[config.mk]
export PLATFORM = sky130hd
export DESIGN_NAME = dual_moving_average_crossover_core
export DESIGN_NICKNAME = d
export VERILOG_FILES = /design/src/rtl/core/dmac_pkg.sv /design/src/rtl/core/dmac_ram.sv /design/src/rtl/core/dmac_window.sv /design/src/rtl/core/dmac_div.sv /design/src/rtl/core/dual_moving_average_crossover_core.sv
export SDC_FILE = /design/constraint.sdc
export NUM_CORES = 2
export LEC_CHECK = 0
export ABC_CLOCK_PERIOD_IN_PS = 6600
export BUFFER_PORTS_ARGS = -buffer_cell sky130_fd_sc_hd__buf_4
export CAP_MARGIN = 20
export CORE_MARGIN = 2
export CORE_UTILIZATION = 40
export DETAILED_ROUTE_END_ITERATION = 10
export HOLD_SLACK_MARGIN = 0.06
export PLACE_DENSITY_LB_ADDON = 0.1
export SLEW_MARGIN = 20
export SYNTH_ARGS = -nofsm -noshare
export SYNTH_HDL_FRONTEND = slang
export SYNTH_SLANG_ARGS = --single-unit
[constraint.sdc]
create_clock -name clk -period 6.6 [get_ports clk]
set_clock_uncertainty 0.05 [all_clocks]
set_input_delay 0.66 -clock clk [delete_from_list [all_inputs] [get_ports clk]]
set_output_delay 0.66 -clock clk [all_outputs]
set_load 0.05 [all_outputs]
[src/rtl/core/dmac_pkg.sv]
`timescale 1ns / 1ps

package dmac_pkg;

	// Default sizes of the windows and of the price word.
	localparam int unsigned MAX_FAST_DEF   = 32;
	localparam int unsigned MAX_SLOW_DEF   = 64;
	localparam int unsigned PRICE_BITS_DEF = 32;

	// Fixed port field widths.
	localparam int unsigned PRICE_W       = 32;
	localparam int unsigned AVG_W         = 32;
	localparam int unsigned SIG_W         = 2;
	localparam int unsigned FAST_PERIOD_W = 6;
	localparam int unsigned SLOW_PERIOD_W = 7;
	localparam int unsigned CFG_INDEX_W   = 2;
	localparam int unsigned CFG_DATA_W    = 7;

	// Output word: fast_avg, slow_avg, signal, padded to whole bytes.
	localparam int unsigned OUT_FIELDS_W = 2 * AVG_W + SIG_W;
	localparam int unsigned OUT_DATA_W   = ((OUT_FIELDS_W + 7) / 8) * 8;
	localparam int unsigned OUT_PAD_W    = OUT_DATA_W - OUT_FIELDS_W;

	localparam logic [FAST_PERIOD_W-1:0] FAST_PERIOD_RST = 6'd10;
	localparam logic [SLOW_PERIOD_W-1:0] SLOW_PERIOD_RST = 7'd30;

	// Register indexes on the configuration channel.
	localparam logic [CFG_INDEX_W-1:0] CFG_FAST_PERIOD = 2'd0;
	localparam logic [CFG_INDEX_W-1:0] CFG_SLOW_PERIOD = 2'd1;

	// Crossover codes.
	typedef logic [SIG_W-1:0] sig_t;
	localparam sig_t SIG_NONE = 2'd0;
	localparam sig_t SIG_UP   = 2'd1;
	localparam sig_t SIG_DOWN = 2'd2;

	// Control from the sequencer to each window.
	typedef struct packed {
		logic clear;
		logic push;
	} win_ctl_t;

endpackage

[src/rtl/core/dmac_ram.sv]
`timescale 1ns / 1ps

module dmac_ram #(
	parameter int unsigned WIDTH = 32,
	parameter int unsigned DEPTH = 64
) (
	input  logic                     clk,
	input  logic                     we,
	input  logic [$clog2(DEPTH)-1:0] waddr,
	input  logic [WIDTH-1:0]         wdata,
	input  logic [$clog2(DEPTH)-1:0] raddr,
	output logic [WIDTH-1:0]         rdata
);

	logic [WIDTH-1:0] mem_q [DEPTH];
	logic [WIDTH-1:0] rdata_q;

	always_ff @(posedge clk) begin
		if (we) begin
			mem_q[waddr] <= wdata;
		end
		rdata_q <= mem_q[raddr];
	end

	assign rdata = rdata_q;

endmodule

[src/rtl/core/dmac_window.sv]
`timescale 1ns / 1ps

module dmac_window #(
	parameter int unsigned DEPTH = 64,
	parameter int unsigned PB    = 32,
	parameter int unsigned PW    = 7,
	parameter int unsigned BW    = 7
) (
	input  logic                            clk,
	input  logic                            arst_n,
	input  dmac_pkg::win_ctl_t              ctl,
	input  logic [PB-1:0]                   price,
	input  logic [PW-1:0]                   period,
	input  logic [BW-1:0]                   bars,
	output logic [PB+$clog2(DEPTH)-1:0]     total
);

	localparam int unsigned AW = $clog2(DEPTH);
	localparam int unsigned TW = PB + AW;

	logic [AW-1:0] pos_q;
	logic [TW-1:0] total_q;
	logic [PB-1:0] rdata;
	logic [PB-1:0] old_price;
	logic [AW:0]   pos_inc;

	dmac_ram #(
		.WIDTH(PB),
		.DEPTH(DEPTH)
	) u_ram (
		.clk  (clk),
		.we   (ctl.push),
		.waddr(pos_q),
		.wdata(price),
		.raddr(pos_q),
		.rdata(rdata)
	);

	// Slots are filled in order from zero, so a slot is written once more bars
	// than its index have been pushed since the last clear.
	assign old_price = (32'(bars) > 32'(pos_q)) ? rdata : '0;
	assign pos_inc   = {1'b0, pos_q} + 1'b1;

	always_ff @(posedge clk or negedge arst_n) begin
		if (!arst_n) begin
			pos_q   <= '0;
			total_q <= '0;
		end else if (ctl.clear) begin
			pos_q   <= '0;
			total_q <= '0;
		end else if (ctl.push) begin
			total_q <= total_q - TW'(old_price) + TW'(price);
			if (32'(pos_inc) >= 32'(period)) begin
				pos_q <= '0;
			end else begin
				pos_q <= pos_inc[AW-1:0];
			end
		end
	end

	assign total = total_q;

endmodule

[src/rtl/core/dmac_div.sv]
`timescale 1ns / 1ps

module dmac_div #(
	parameter int unsigned NW = 38,
	parameter int unsigned DW = 7
) (
	input  logic          clk,
	input  logic          arst_n,
	input  logic          start,
	input  logic [NW-1:0] dividend,
	input  logic [DW-1:0] divisor,
	output logic [NW-1:0] quotient,
	output logic          busy
);

	localparam int unsigned CW = $clog2(NW + 1);

	logic [CW-1:0] cnt_q;
	logic          busy_q;
	logic [DW-1:0] rem_q;
	logic [NW-1:0] dq_q;
	logic [DW:0]   trial;
	logic [DW:0]   diff;
	logic [DW-1:0] rem_nxt;
	logic          qbit;

	// Restoring division, one quotient bit per cycle. The dividend shifts out
	// at the top while quotient bits shift in at the bottom.
	always_comb begin
		trial = {rem_q, dq_q[NW-1]};
		diff  = trial - {1'b0, divisor};
		if (trial >= {1'b0, divisor}) begin
			rem_nxt = diff[DW-1:0];
			qbit    = 1'b1;
		end else begin
			rem_nxt = trial[DW-1:0];
			qbit    = 1'b0;
		end
	end

	always_ff @(posedge clk or negedge arst_n) begin
		if (!arst_n) begin
			busy_q <= 1'b0;
			cnt_q  <= '0;
		end else if (start) begin
			busy_q <= 1'b1;
			cnt_q  <= CW'(NW);
		end else if (busy_q) begin
			cnt_q <= cnt_q - 1'b1;
			if (cnt_q == CW'(1)) begin
				busy_q <= 1'b0;
			end
		end
	end

	always_ff @(posedge clk) begin
		if (start) begin
			rem_q <= '0;
			dq_q  <= dividend;
		end else if (busy_q) begin
			rem_q <= rem_nxt;
			dq_q  <= {dq_q[NW-2:0], qbit};
		end
	end

	assign quotient = dq_q;
	assign busy     = busy_q;

endmodule

[src/rtl/core/dual_moving_average_crossover_core.sv]
`timescale 1ns / 1ps

// Moving-average crossover detector. Each price word on the s_ side enters a
// fast and a slow circular window whose running sums are divided by the
// configured periods; every bar gives one m_ word with both averages, the
// crossover code and, on m_tuser, a flag that both windows are full. A result
// word is built in steps after its price is taken: a window memory read, the
// sum update, the divider load, one quotient bit per cycle over the slow sum's
// width with the two bit-serial dividers running side by side, a state to see
// them finish, and the result stage. The next price is taken only once that
// word has moved into the output register, so the core holds one bar at a
// time and waits while the output does not drain. A finished word waits in
// the output register while the next price is taken. Writing either period
// register clears all window state; writes are taken only between bars.
module dual_moving_average_crossover_core #(
	parameter int unsigned MAX_FAST   = dmac_pkg::MAX_FAST_DEF,
	parameter int unsigned MAX_SLOW   = dmac_pkg::MAX_SLOW_DEF,
	parameter int unsigned PRICE_BITS = dmac_pkg::PRICE_BITS_DEF
) (
	input  logic                               clk,
	input  logic                               arst_n,
	input  logic                               s_tvalid,
	output logic                               s_tready,
	input  logic [dmac_pkg::PRICE_W-1:0]       s_tdata,  // price
	output logic                               m_tvalid,
	input  logic                               m_tready,
	output logic [dmac_pkg::OUT_DATA_W-1:0]    m_tdata,  // fast_avg, slow_avg, signal, zeros
	output logic                               m_tuser,  // avg_valid
	input  logic                               cfg_valid,
	output logic                               cfg_ready,
	input  logic [dmac_pkg::CFG_INDEX_W-1:0]   cfg_index,
	input  logic [dmac_pkg::CFG_DATA_W-1:0]    cfg_data
);

	localparam int unsigned FPW     = $clog2(MAX_FAST + 1);
	localparam int unsigned SPW     = $clog2(MAX_SLOW + 1);
	localparam int unsigned FTW     = PRICE_BITS + $clog2(MAX_FAST);
	localparam int unsigned STW     = PRICE_BITS + $clog2(MAX_SLOW);
	localparam int unsigned BAR_CAP = (MAX_FAST > MAX_SLOW) ? MAX_FAST : MAX_SLOW;
	localparam int unsigned BW      = $clog2(BAR_CAP + 1);

	typedef enum logic [5:0] {
		ST_IDLE = 6'b000001,
		ST_READ = 6'b000010,
		ST_SUM  = 6'b000100,
		ST_LOAD = 6'b001000,
		ST_DIV  = 6'b010000,
		ST_DONE = 6'b100000
	} state_t;

	state_t                                  state_q;
	logic [dmac_pkg::FAST_PERIOD_W-1:0]      fast_period_q;
	logic [dmac_pkg::SLOW_PERIOD_W-1:0]      slow_period_q;
	logic [PRICE_BITS-1:0]                   price_q;
	logic [BW-1:0]                           bars_q;
	logic [PRICE_BITS-1:0]                   prev_fast_q;
	logic [PRICE_BITS-1:0]                   prev_slow_q;
	logic                                    prev_valid_q;
	logic                                    m_tvalid_q;
	logic [dmac_pkg::AVG_W-1:0]              fast_avg_q;
	logic [dmac_pkg::AVG_W-1:0]              slow_avg_q;
	logic                                    avg_valid_q;
	dmac_pkg::sig_t                          signal_q;

	logic [FPW-1:0]        fast_p;
	logic [SPW-1:0]        slow_p;
	logic                  cfg_wr;
	logic                  clear;
	logic                  in_acc;
	logic                  out_free;
	logic                  load_out;
	dmac_pkg::win_ctl_t    win_ctl;
	logic [FTW-1:0]        fast_total;
	logic [STW-1:0]        slow_total;
	logic [FTW-1:0]        fast_quot;
	logic [STW-1:0]        slow_quot;
	logic                  fast_busy;
	logic                  slow_busy;
	logic                  div_start;
	logic                  fast_ok;
	logic                  slow_ok;
	logic                  both_ok;
	logic [PRICE_BITS-1:0] fast_avg;
	logic [PRICE_BITS-1:0] slow_avg;
	dmac_pkg::sig_t        signal;

	// A period of zero acts as one; a period above the window depth acts as
	// the depth.
	always_comb begin
		if (fast_period_q == '0) begin
			fast_p = FPW'(1);
		end else if (32'(fast_period_q) > 32'(MAX_FAST)) begin
			fast_p = FPW'(MAX_FAST);
		end else begin
			fast_p = FPW'(fast_period_q);
		end
		if (slow_period_q == '0) begin
			slow_p = SPW'(1);
		end else if (32'(slow_period_q) > 32'(MAX_SLOW)) begin
			slow_p = SPW'(MAX_SLOW);
		end else begin
			slow_p = SPW'(slow_period_q);
		end
	end

	assign s_tready  = (state_q == ST_IDLE);
	assign cfg_ready = (state_q == ST_IDLE);
	assign in_acc    = s_tvalid && s_tready;
	assign cfg_wr    = cfg_valid && cfg_ready;
	assign clear     = cfg_wr && (cfg_index == dmac_pkg::CFG_FAST_PERIOD ||
		cfg_index == dmac_pkg::CFG_SLOW_PERIOD);
	assign out_free  = !m_tvalid_q || m_tready;
	assign load_out  = (state_q == ST_DONE) && out_free;
	assign div_start = (state_q == ST_LOAD);

	assign win_ctl.clear = clear;
	assign win_ctl.push  = (state_q == ST_SUM);

	dmac_window #(
		.DEPTH(MAX_FAST),
		.PB   (PRICE_BITS),
		.PW   (FPW),
		.BW   (BW)
	) u_fast_win (
		.clk   (clk),
		.arst_n(arst_n),
		.ctl   (win_ctl),
		.price (price_q),
		.period(fast_p),
		.bars  (bars_q),
		.total (fast_total)
	);

	dmac_window #(
		.DEPTH(MAX_SLOW),
		.PB   (PRICE_BITS),
		.PW   (SPW),
		.BW   (BW)
	) u_slow_win (
		.clk   (clk),
		.arst_n(arst_n),
		.ctl   (win_ctl),
		.price (price_q),
		.period(slow_p),
		.bars  (bars_q),
		.total (slow_total)
	);

	dmac_div #(
		.NW(FTW),
		.DW(FPW)
	) u_fast_div (
		.clk     (clk),
		.arst_n  (arst_n),
		.start   (div_start),
		.dividend(fast_total),
		.divisor (fast_p),
		.quotient(fast_quot),
		.busy    (fast_busy)
	);

	dmac_div #(
		.NW(STW),
		.DW(SPW)
	) u_slow_div (
		.clk     (clk),
		.arst_n  (arst_n),
		.start   (div_start),
		.dividend(slow_total),
		.divisor (slow_p),
		.quotient(slow_quot),
		.busy    (slow_busy)
	);

	// The average of a window never exceeds the largest price, so the low
	// price-width bits of the quotient hold it whole.
	assign fast_ok  = 32'(bars_q) >= 32'(fast_p);
	assign slow_ok  = 32'(bars_q) >= 32'(slow_p);
	assign both_ok  = fast_ok && slow_ok;
	assign fast_avg = fast_ok ? fast_quot[PRICE_BITS-1:0] : '0;
	assign slow_avg = slow_ok ? slow_quot[PRICE_BITS-1:0] : '0;

	always_comb begin
		signal = dmac_pkg::SIG_NONE;
		if (both_ok && prev_valid_q) begin
			if (prev_fast_q <= prev_slow_q && fast_avg > slow_avg) begin
				signal = dmac_pkg::SIG_UP;
			end else if (prev_fast_q >= prev_slow_q && fast_avg < slow_avg) begin
				signal = dmac_pkg::SIG_DOWN;
			end
		end
	end

	always_ff @(posedge clk or negedge arst_n) begin
		if (!arst_n) begin
			state_q <= ST_IDLE;
		end else begin
			case (state_q)
				ST_IDLE: begin
					if (in_acc) begin
						state_q <= ST_READ;
					end
				end
				ST_READ: state_q <= ST_SUM;
				ST_SUM:  state_q <= ST_LOAD;
				ST_LOAD: state_q <= ST_DIV;
				ST_DIV: begin
					if (!fast_busy && !slow_busy) begin
						state_q <= ST_DONE;
					end
				end
				ST_DONE: begin
					if (out_free) begin
						state_q <= ST_IDLE;
					end
				end
				default: state_q <= ST_IDLE;
			endcase
		end
	end

	always_ff @(posedge clk or negedge arst_n) begin
		if (!arst_n) begin
			fast_period_q <= dmac_pkg::FAST_PERIOD_RST;
			slow_period_q <= dmac_pkg::SLOW_PERIOD_RST;
			bars_q        <= '0;
			prev_fast_q   <= '0;
			prev_slow_q   <= '0;
			prev_valid_q  <= 1'b0;
			m_tvalid_q    <= 1'b0;
		end else begin
			if (clear) begin
				bars_q       <= '0;
				prev_fast_q  <= '0;
				prev_slow_q  <= '0;
				prev_valid_q <= 1'b0;
				if (cfg_index == dmac_pkg::CFG_FAST_PERIOD) begin
					fast_period_q <= cfg_data[dmac_pkg::FAST_PERIOD_W-1:0];
				end else begin
					slow_period_q <= cfg_data[dmac_pkg::SLOW_PERIOD_W-1:0];
				end
			end
			if (state_q == ST_SUM && 32'(bars_q) < 32'(BAR_CAP)) begin
				bars_q <= bars_q + 1'b1;
			end
			if (load_out) begin
				prev_fast_q  <= fast_avg;
				prev_slow_q  <= slow_avg;
				prev_valid_q <= both_ok;
				m_tvalid_q   <= 1'b1;
			end else if (m_tvalid_q && m_tready) begin
				m_tvalid_q <= 1'b0;
			end
		end
	end

	always_ff @(posedge clk) begin
		if (in_acc) begin
			price_q <= PRICE_BITS'(s_tdata);
		end
		if (load_out) begin
			fast_avg_q  <= dmac_pkg::AVG_W'(fast_avg);
			slow_avg_q  <= dmac_pkg::AVG_W'(slow_avg);
			avg_valid_q <= both_ok;
			signal_q    <= signal;
		end
	end

	assign m_tvalid = m_tvalid_q;
	assign m_tdata  = {{dmac_pkg::OUT_PAD_W{1'b0}}, signal_q, slow_avg_q, fast_avg_q};
	assign m_tuser  = avg_valid_q;

endmodule
Word level (Yosys, flattened, before mapping)

Memory sizes are Yosys's and may differ from the RTL's. A register that Yosys moved wholly into a read port is not among the register bits.
Cells that the tools add are included.
W data, S select, Z words.

Input port bits: 46
Register bits after elaboration: 379
RAM bits: 3072
Output and inout bits: 76
Logic and storage cells: 150
Memories kept: 2

Muxes and demuxes: 53
Eq/ne operators: 12
Add/sub/neg operators: 11
Reductions and logical operators: 29
Bitwise gates (word level): 2
Magnitude comparators: 15

Memory list:

| name                   | depth | width | rd ports | clocked after Yosys merged registers in | wr ports | line           | text |
|---|---|---|---|---|---|---|---|
| u_slow_win.u_ram.mem_q | 64    | 32    | 1        | 1                                       | 1        | dmac_ram.sv:15 | `logic [WIDTH-1:0] mem_q [DEPTH];` |
| u_fast_win.u_ram.mem_q | 32    | 32    | 1        | 1                                       | 1        | dmac_ram.sv:15 |  |

Operators with widths:

| kind                  | count |
|---|---|
| $mux W32              | 7 |
| $mux W38              | 4 |
| $mux W37              | 4 |
| $mux W6               | 13 |
| $add A38 B32 Y38      | 1 |
| $sub A38 B32 Y38      | 1 |
| $add A37 B32 Y37      | 1 |
| $sub A37 B32 Y37      | 1 |
| $pmux W6 S6           | 1 |
| $mux W7               | 5 |
| $ge A32 B32 Y1        | 1 |
| $gt A32 B32 Y1        | 1 |
| $le A32 B32 Y1        | 1 |
| $lt A32 B32 Y1        | 1 |
| $eq A6 B1 Y1 const B  | 3 |
| $mux W1               | 15 |
| $mux W5               | 3 |
| $ge A7 B6 Y1          | 2 |
| $ge A7 B7 Y1          | 2 |
| $reduce_bool A2 Y1    | 6 |
| $sub A6 B1 Y6 const B | 2 |
| $logic_and A1 B1 Y1   | 11 |
| $ge A8 B7 Y1          | 1 |
| $add A6 B1 Y7 const B | 1 |
| other kinds (28)      | 34 |

Longest topological paths before layout

Word-level depth: 9
Mapped depth: 27
Depth with buffers taken out: 23

Modules after synthesis

A second synthesis with hierarchy kept.

Cells, all modules: 8139
Area total of the unflattened synthesis: 144054.4 um^2

By module, submodules not included:

| module                             | area an instance (um^2) | seq. area each (um^2) | times used | cells each |
|---|---|---|---|---|
| dmac_ram (u_slow_win.u_ram)        | 78515.3                 | 62139.6               | 1          | 3324 |
| dmac_ram (u_fast_win.u_ram)        | 40485.1                 | 31390.1               | 1          | 2260 |
| dual_moving_average_crossover_core | 9217.6                  | 5283.8                | 1          | 832 |
| dmac_window (u_slow_win)           | 5386.4                  | 1101.1                | 1          | 673 |
| dmac_window (u_fast_win)           | 5181.2                  | 1051.0                | 1          | 645 |
| dmac_div (u_slow_div)              | 2786.4                  | 1456.4                | 1          | 219 |
| dmac_div (u_fast_div)              | 2482.4                  | 1406.3                | 1          | 186 |

Worst setup path after synthesis

No wires, ideal clock.

Path kind: flip-flop to flip-flop
Start: register u_fast_win.pos_q[1]
End: register u_fast_win.total_q[30] (netlist: u_fast_win.total[30])
Path buffers: 4
Stages on the path, launching flop included: 27
Data arrival time: 5.448 ns
Required time: 6.426 ns
Setup slack: 0.979 ns
Period minus slack after synthesis: 5.621 ns
Setup time: 0.124 ns
Path through: dfrtp_1 clkbuf_1 clkbuf_1 clkbuf_1 inv_1 ha_1 nor2b_1 o21a_1 o21ai_0 nand2b_1 a21oi_1 a31oi_1 or3_1 clkbuf_1 and2_1 fa_1 inv_1 ha_1 a211oi_2 o21bai_2 a2111oi_4 o21ai_1 a21oi_2 o21ai_2 o21ai_4 nor4_1 a211o_1

Cells in the longest elaborated chain, start to end: 6

RTL lines:

| item                   | line              | text |
|---|---|---|
| start, declared        | dmac_window.sv:21 | `logic [AW-1:0] pos_q;` |
| start signal, assigned | dmac_window.sv:56 | `pos_q <= pos_inc[AW-1:0];` |
| $gt A7 B5 Y1           | dmac_window.sv:41 | `assign old_price = (32'(bars) > 32'(pos_q)) ? rdata : '0;` |
| $mux W32               | dmac_window.sv:41 |  |
| $sub A37 B32 Y37       | dmac_window.sv:52 | `total_q <= total_q - TW'(old_price) + TW'(price);` |
| $add A37 B32 Y37       | dmac_window.sv:52 |  |
| $mux W37               | dmac_window.sv:51 | `end else if (ctl.push) begin` |
| $mux W37               | dmac_window.sv:48 | `end else if (ctl.clear) begin` |
| end signal, assigned   | dmac_window.sv:52 |  |
| end, declared          | dmac_window.sv:22 | `logic [TW-1:0] total_q;` |

No other way between the ends. The select of a mux whose other input is x is not followed.
A chain may end at the register's enable or synchronous reset.

Final worst setup path

Start: register u_slow_win.pos_q[4]
End: register u_slow_win.total_q[36] (netlist: u_slow_win.total[36])

Cells in the longest elaborated chain, start to end: 6

RTL lines:

| item                   | line |
|---|---|
| start, declared        | dmac_window.sv:21 |
| start signal, assigned | dmac_window.sv:56 |
| $gt A7 B6 Y1           | dmac_window.sv:41 |
| $mux W32               | dmac_window.sv:41 |
| $sub A38 B32 Y38       | dmac_window.sv:52 |
| $add A38 B32 Y38       | dmac_window.sv:52 |
| $mux W38               | dmac_window.sv:51 |
| $mux W38               | dmac_window.sv:48 |
| end signal, assigned   | dmac_window.sv:52 |
| end, declared          | dmac_window.sv:22 |

No other way between the ends. The select of a mux whose other input is x is not followed.

==> impl_metrics.toml <==
[outcome]
status = "finished clean"

[logic_synthesis]
ys_seq_elements = 3515
synth_area_leader_cell = "edfxtp_1"
synth_warnings = 0
ys_dominant_reg_cell = "edfxtp_1"
synth_top_area_share_pct = 71.3
synth.area.top_cells = "edfxtp_1 (71%), a22oi_1 (5.4%), mux4_2 (4.2%)"
syn_inst = 7894
synth_edf_count = 3246
ys_seq_area_share_pct = 76.0
netlist_area_mm2 = 0.137
netlist-cell-type-count = 87
syn_avg_cell_area_um2 = 17.3
async_flop_share_pct = 5.46

[place]
pre_cts_ws_ns = 0.847
placed_cell_area_mm2 = 0.145
hpwl_um = 272000
dp_cells = 12400
io_buffers = 115
routabilityCongestion = 0.864

[critical_path]
cp.arrival_ns = 6.56
worstSetupEndpointType = "flip-flop"
required_ns = 7.34
crit_fanout = 19
crit_type = "reg2reg"
setup.worst_path.start_class = "flip-flop"

[routing]
detail_route.first_pass.iterations = 8
drc = 0
wire_per_inst_um = 33.7
ant_nets = 0
wirelength_um = 444000
drtIter0Drc = 10000
via_per_inst = 5.97
vias = 78600

[global_route]
overflow = 0
grt_pass1_vias = 76600
grt_pass1_wl_um = 618000
antenna_found_initial = 48
grt_max_degree = 116
grt.total_usage_pct = 25.2

[layout]
final_common_cell = "edfxtp_1"
final_cell_mix = "edfxtp_1 (3246), a22oi_1 (990), buf_4 (384)"
fillers = 29300
area_growth_syn_to_layout_pct = 15.3
finalNonFillerCells = 13200
drive_gt1_share_pct = 16.3
finalInstanceArea_mm2 = 0.158
layout.nets = 8612

[floorplan]
ios = 122
core_area_mm2 = 0.340
start_util_pct = 40.2
fp.dieH_um = 589
die_area_mm2 = 0.346
rows = 214
die_x_um = 589

[timing]
finalSetupViolCount = 0
period_needed_ns = 5.82
fmax_mhz = 172
rsz0062_at_grt = "false"
tightest_slew_ns = 1.28
final.setup.worst_slack_ns = 0.779
relSlewSlack_pct = 14.4
min_period_over_period_pct = 88.2
slew_viol_final = 0
setup_tns_ns = 0
whs_ns = 0.169
hold_viol = 0

[power_and_ir_drop]
p_per_area_mw_per_mm2 = 412
p_leak_uw = 0.0514
peakVddDrop_uv = 282

[cts]
clockRootBuffer = "clkbuf_16"
worstSkewPairLatency_ns = 0.95
ctsHoldBuffers = 42
clockBufferDepth = 4
cts_tree = "built"
numClockSinks = 3515
h-tree-depth = 5
cts_buffers = 375
clkTransAtPathRegs_ns = 0.06
post_cts_buffers = 0
cts_resized = 0

[worst_hold_path]
min_path_type = "in2reg"

[job]
cap_violations = 0
cell type report:
| cell class | count | area [µm²] | share of cell area [%] |
|---|---|---|---|
| antenna | 15 | 37.5 | 0.0238 |
| clock buffer | 472 | 9990 | 6.34 |
| clock inverter | 221 | 1800 | 1.14 |
| inverter | 354 | 1330 | 0.843 |
| multi-input combinational | 3591 | 30800 | 19.6 |
| sequential | 3515 | 104000 | 65.9 |
| tap | 4536 | 5680 | 3.60 |
| timing repair buffer | 464 | 4060 | 2.58 |
final timing paths:
path                                                   from                               end  slack (ns)  cells past startpoint
min reg2reg                u_fast_div.rem_q[5]$_SDFFE_PP0P_  u_fast_div.rem_q[5]$_SDFFE_PP0P_        0.43                      2
min in group asynchronous                            arst_n            state_q[1]$_DFFE_PN0P_        0.30                      2
min                                            cfg_index[0]      fast_period_q[5]$_DFFE_PN0P_        0.17                      4
max in group asynchronous                            arst_n       prev_slow_q[24]$_DFFE_PN0P_        4.96                      3
max reg2reg                 u_slow_win.pos_q[4]$_DFFE_PN0P_  u_slow_win.total[36]$_DFFE_PN0P_        0.78                     20
max                         u_slow_win.pos_q[4]$_DFFE_PN0P_  u_slow_win.total[36]$_DFFE_PN0P_        0.78                     20
cells in the mapped netlist (all sizes together) (18+ instances only):
| cell type | number |
|---|---|
| a21o | 77 |
| xor2 | 42 |
| nand3 | 133 |
| xnor2 | 45 |
| ha | 199 |
| nor3 | 31 |
| a221oi | 87 |
| o22ai | 41 |
| a31oi | 94 |
| mux4 | 256 |
| o21bai | 18 |
| o21ai | 218 |
| clkbuf | 306 |
| a41oi | 107 |
| a21oi | 187 |
| edfxtp | 3246 |
| buf | 133 |
| inv | 349 |
| nor2b | 84 |
| and2 | 40 |
| nand4 | 134 |
| nand2b | 31 |
| dfrtp | 185 |
| a22oi | 990 |
| dfxtp | 77 |
| nor4 | 32 |
| nand2 | 227 |
| nor2 | 189 |
| fa | 66 |
| a22o | 115 |
layer usage:
layer  vias to the layer above  share of wire (%)  GRT usage (%)
li1                      32800                  -              -
met1                     41900                 45           38.4
met2                      3460                 44           37.7
met3                       489                8.5           4.44
met4                         2                2.3           5.59
met5                         -             0.0029              0
state kept, by name, summed over array words and instances (netlist names), 32 cells and up:
register and count:
fast_avg_q 32, prev_fast_q 32, prev_slow_q 32, price_q 32, slow_avg_q 32, u_fast_div.quotient 37
u_fast_win.total 37, u_fast_win.u_ram.mem_q 1024, u_fast_win.u_ram.rdata 32, u_slow_div.quotient 38, u_slow_win.total 38, u_slow_win.u_ram.mem_q 2048
u_slow_win.u_ram.rdata 32
cells by family (layout without fill, tap and decap cells):
group                      after synthesis  in the layout  share of synthesized area, %
DFF                                   3515           3515                          76.0
AOI/OAI and AO/OA                     2012           2012                          10.6
and+or+nand+nor                        944            944                          3.44
buffers and inverters                  793           1511                          2.25
muxes                                  277            277                          4.38
adders and majority gates              265            265                          2.79
xor gates and xnor gates                87             87                         0.557
other                                    1             21                       0.00274
metrics by stage:
step | util [%] | power [µW]
finish | 46.3 | 65000
global route | 46.3 | 67900
CTS | 46.3 | 65200
detailed placement | 42.7 | 44800
global placement | 42.7 | 44700
floorplan | - | 38500
where the power goes:
part           switching, µW  total, µW  internal, µW
logic                  11700      17900          6170
clock network           8740      20500         11700
registers                586      26600         26100
worst max-delay path: stages, from the launching register on:
cell,delay [ns]
dfrtp_1,0.62
clkinv_1,0.35
ha_1,0.38
a21o_1,0.18
a21oi_1,0.15
o21ai_0,0.13
a21oi_2,0.57
buf_4,0.38
nor2b_1,0.10
fa_1,0.49
inv_1,0.04
ha_1,0.37
a21o_1,0.21
a31oi_1,0.27
and2_1,0.19
o2111ai_1,0.21
a41oi_2,0.38
o21ai_2,0.10
a31oi_1,0.22
xor2_1,0.16
o22ai_1,0.10
No activity file was read; power rests on OpenSTA's default activity.
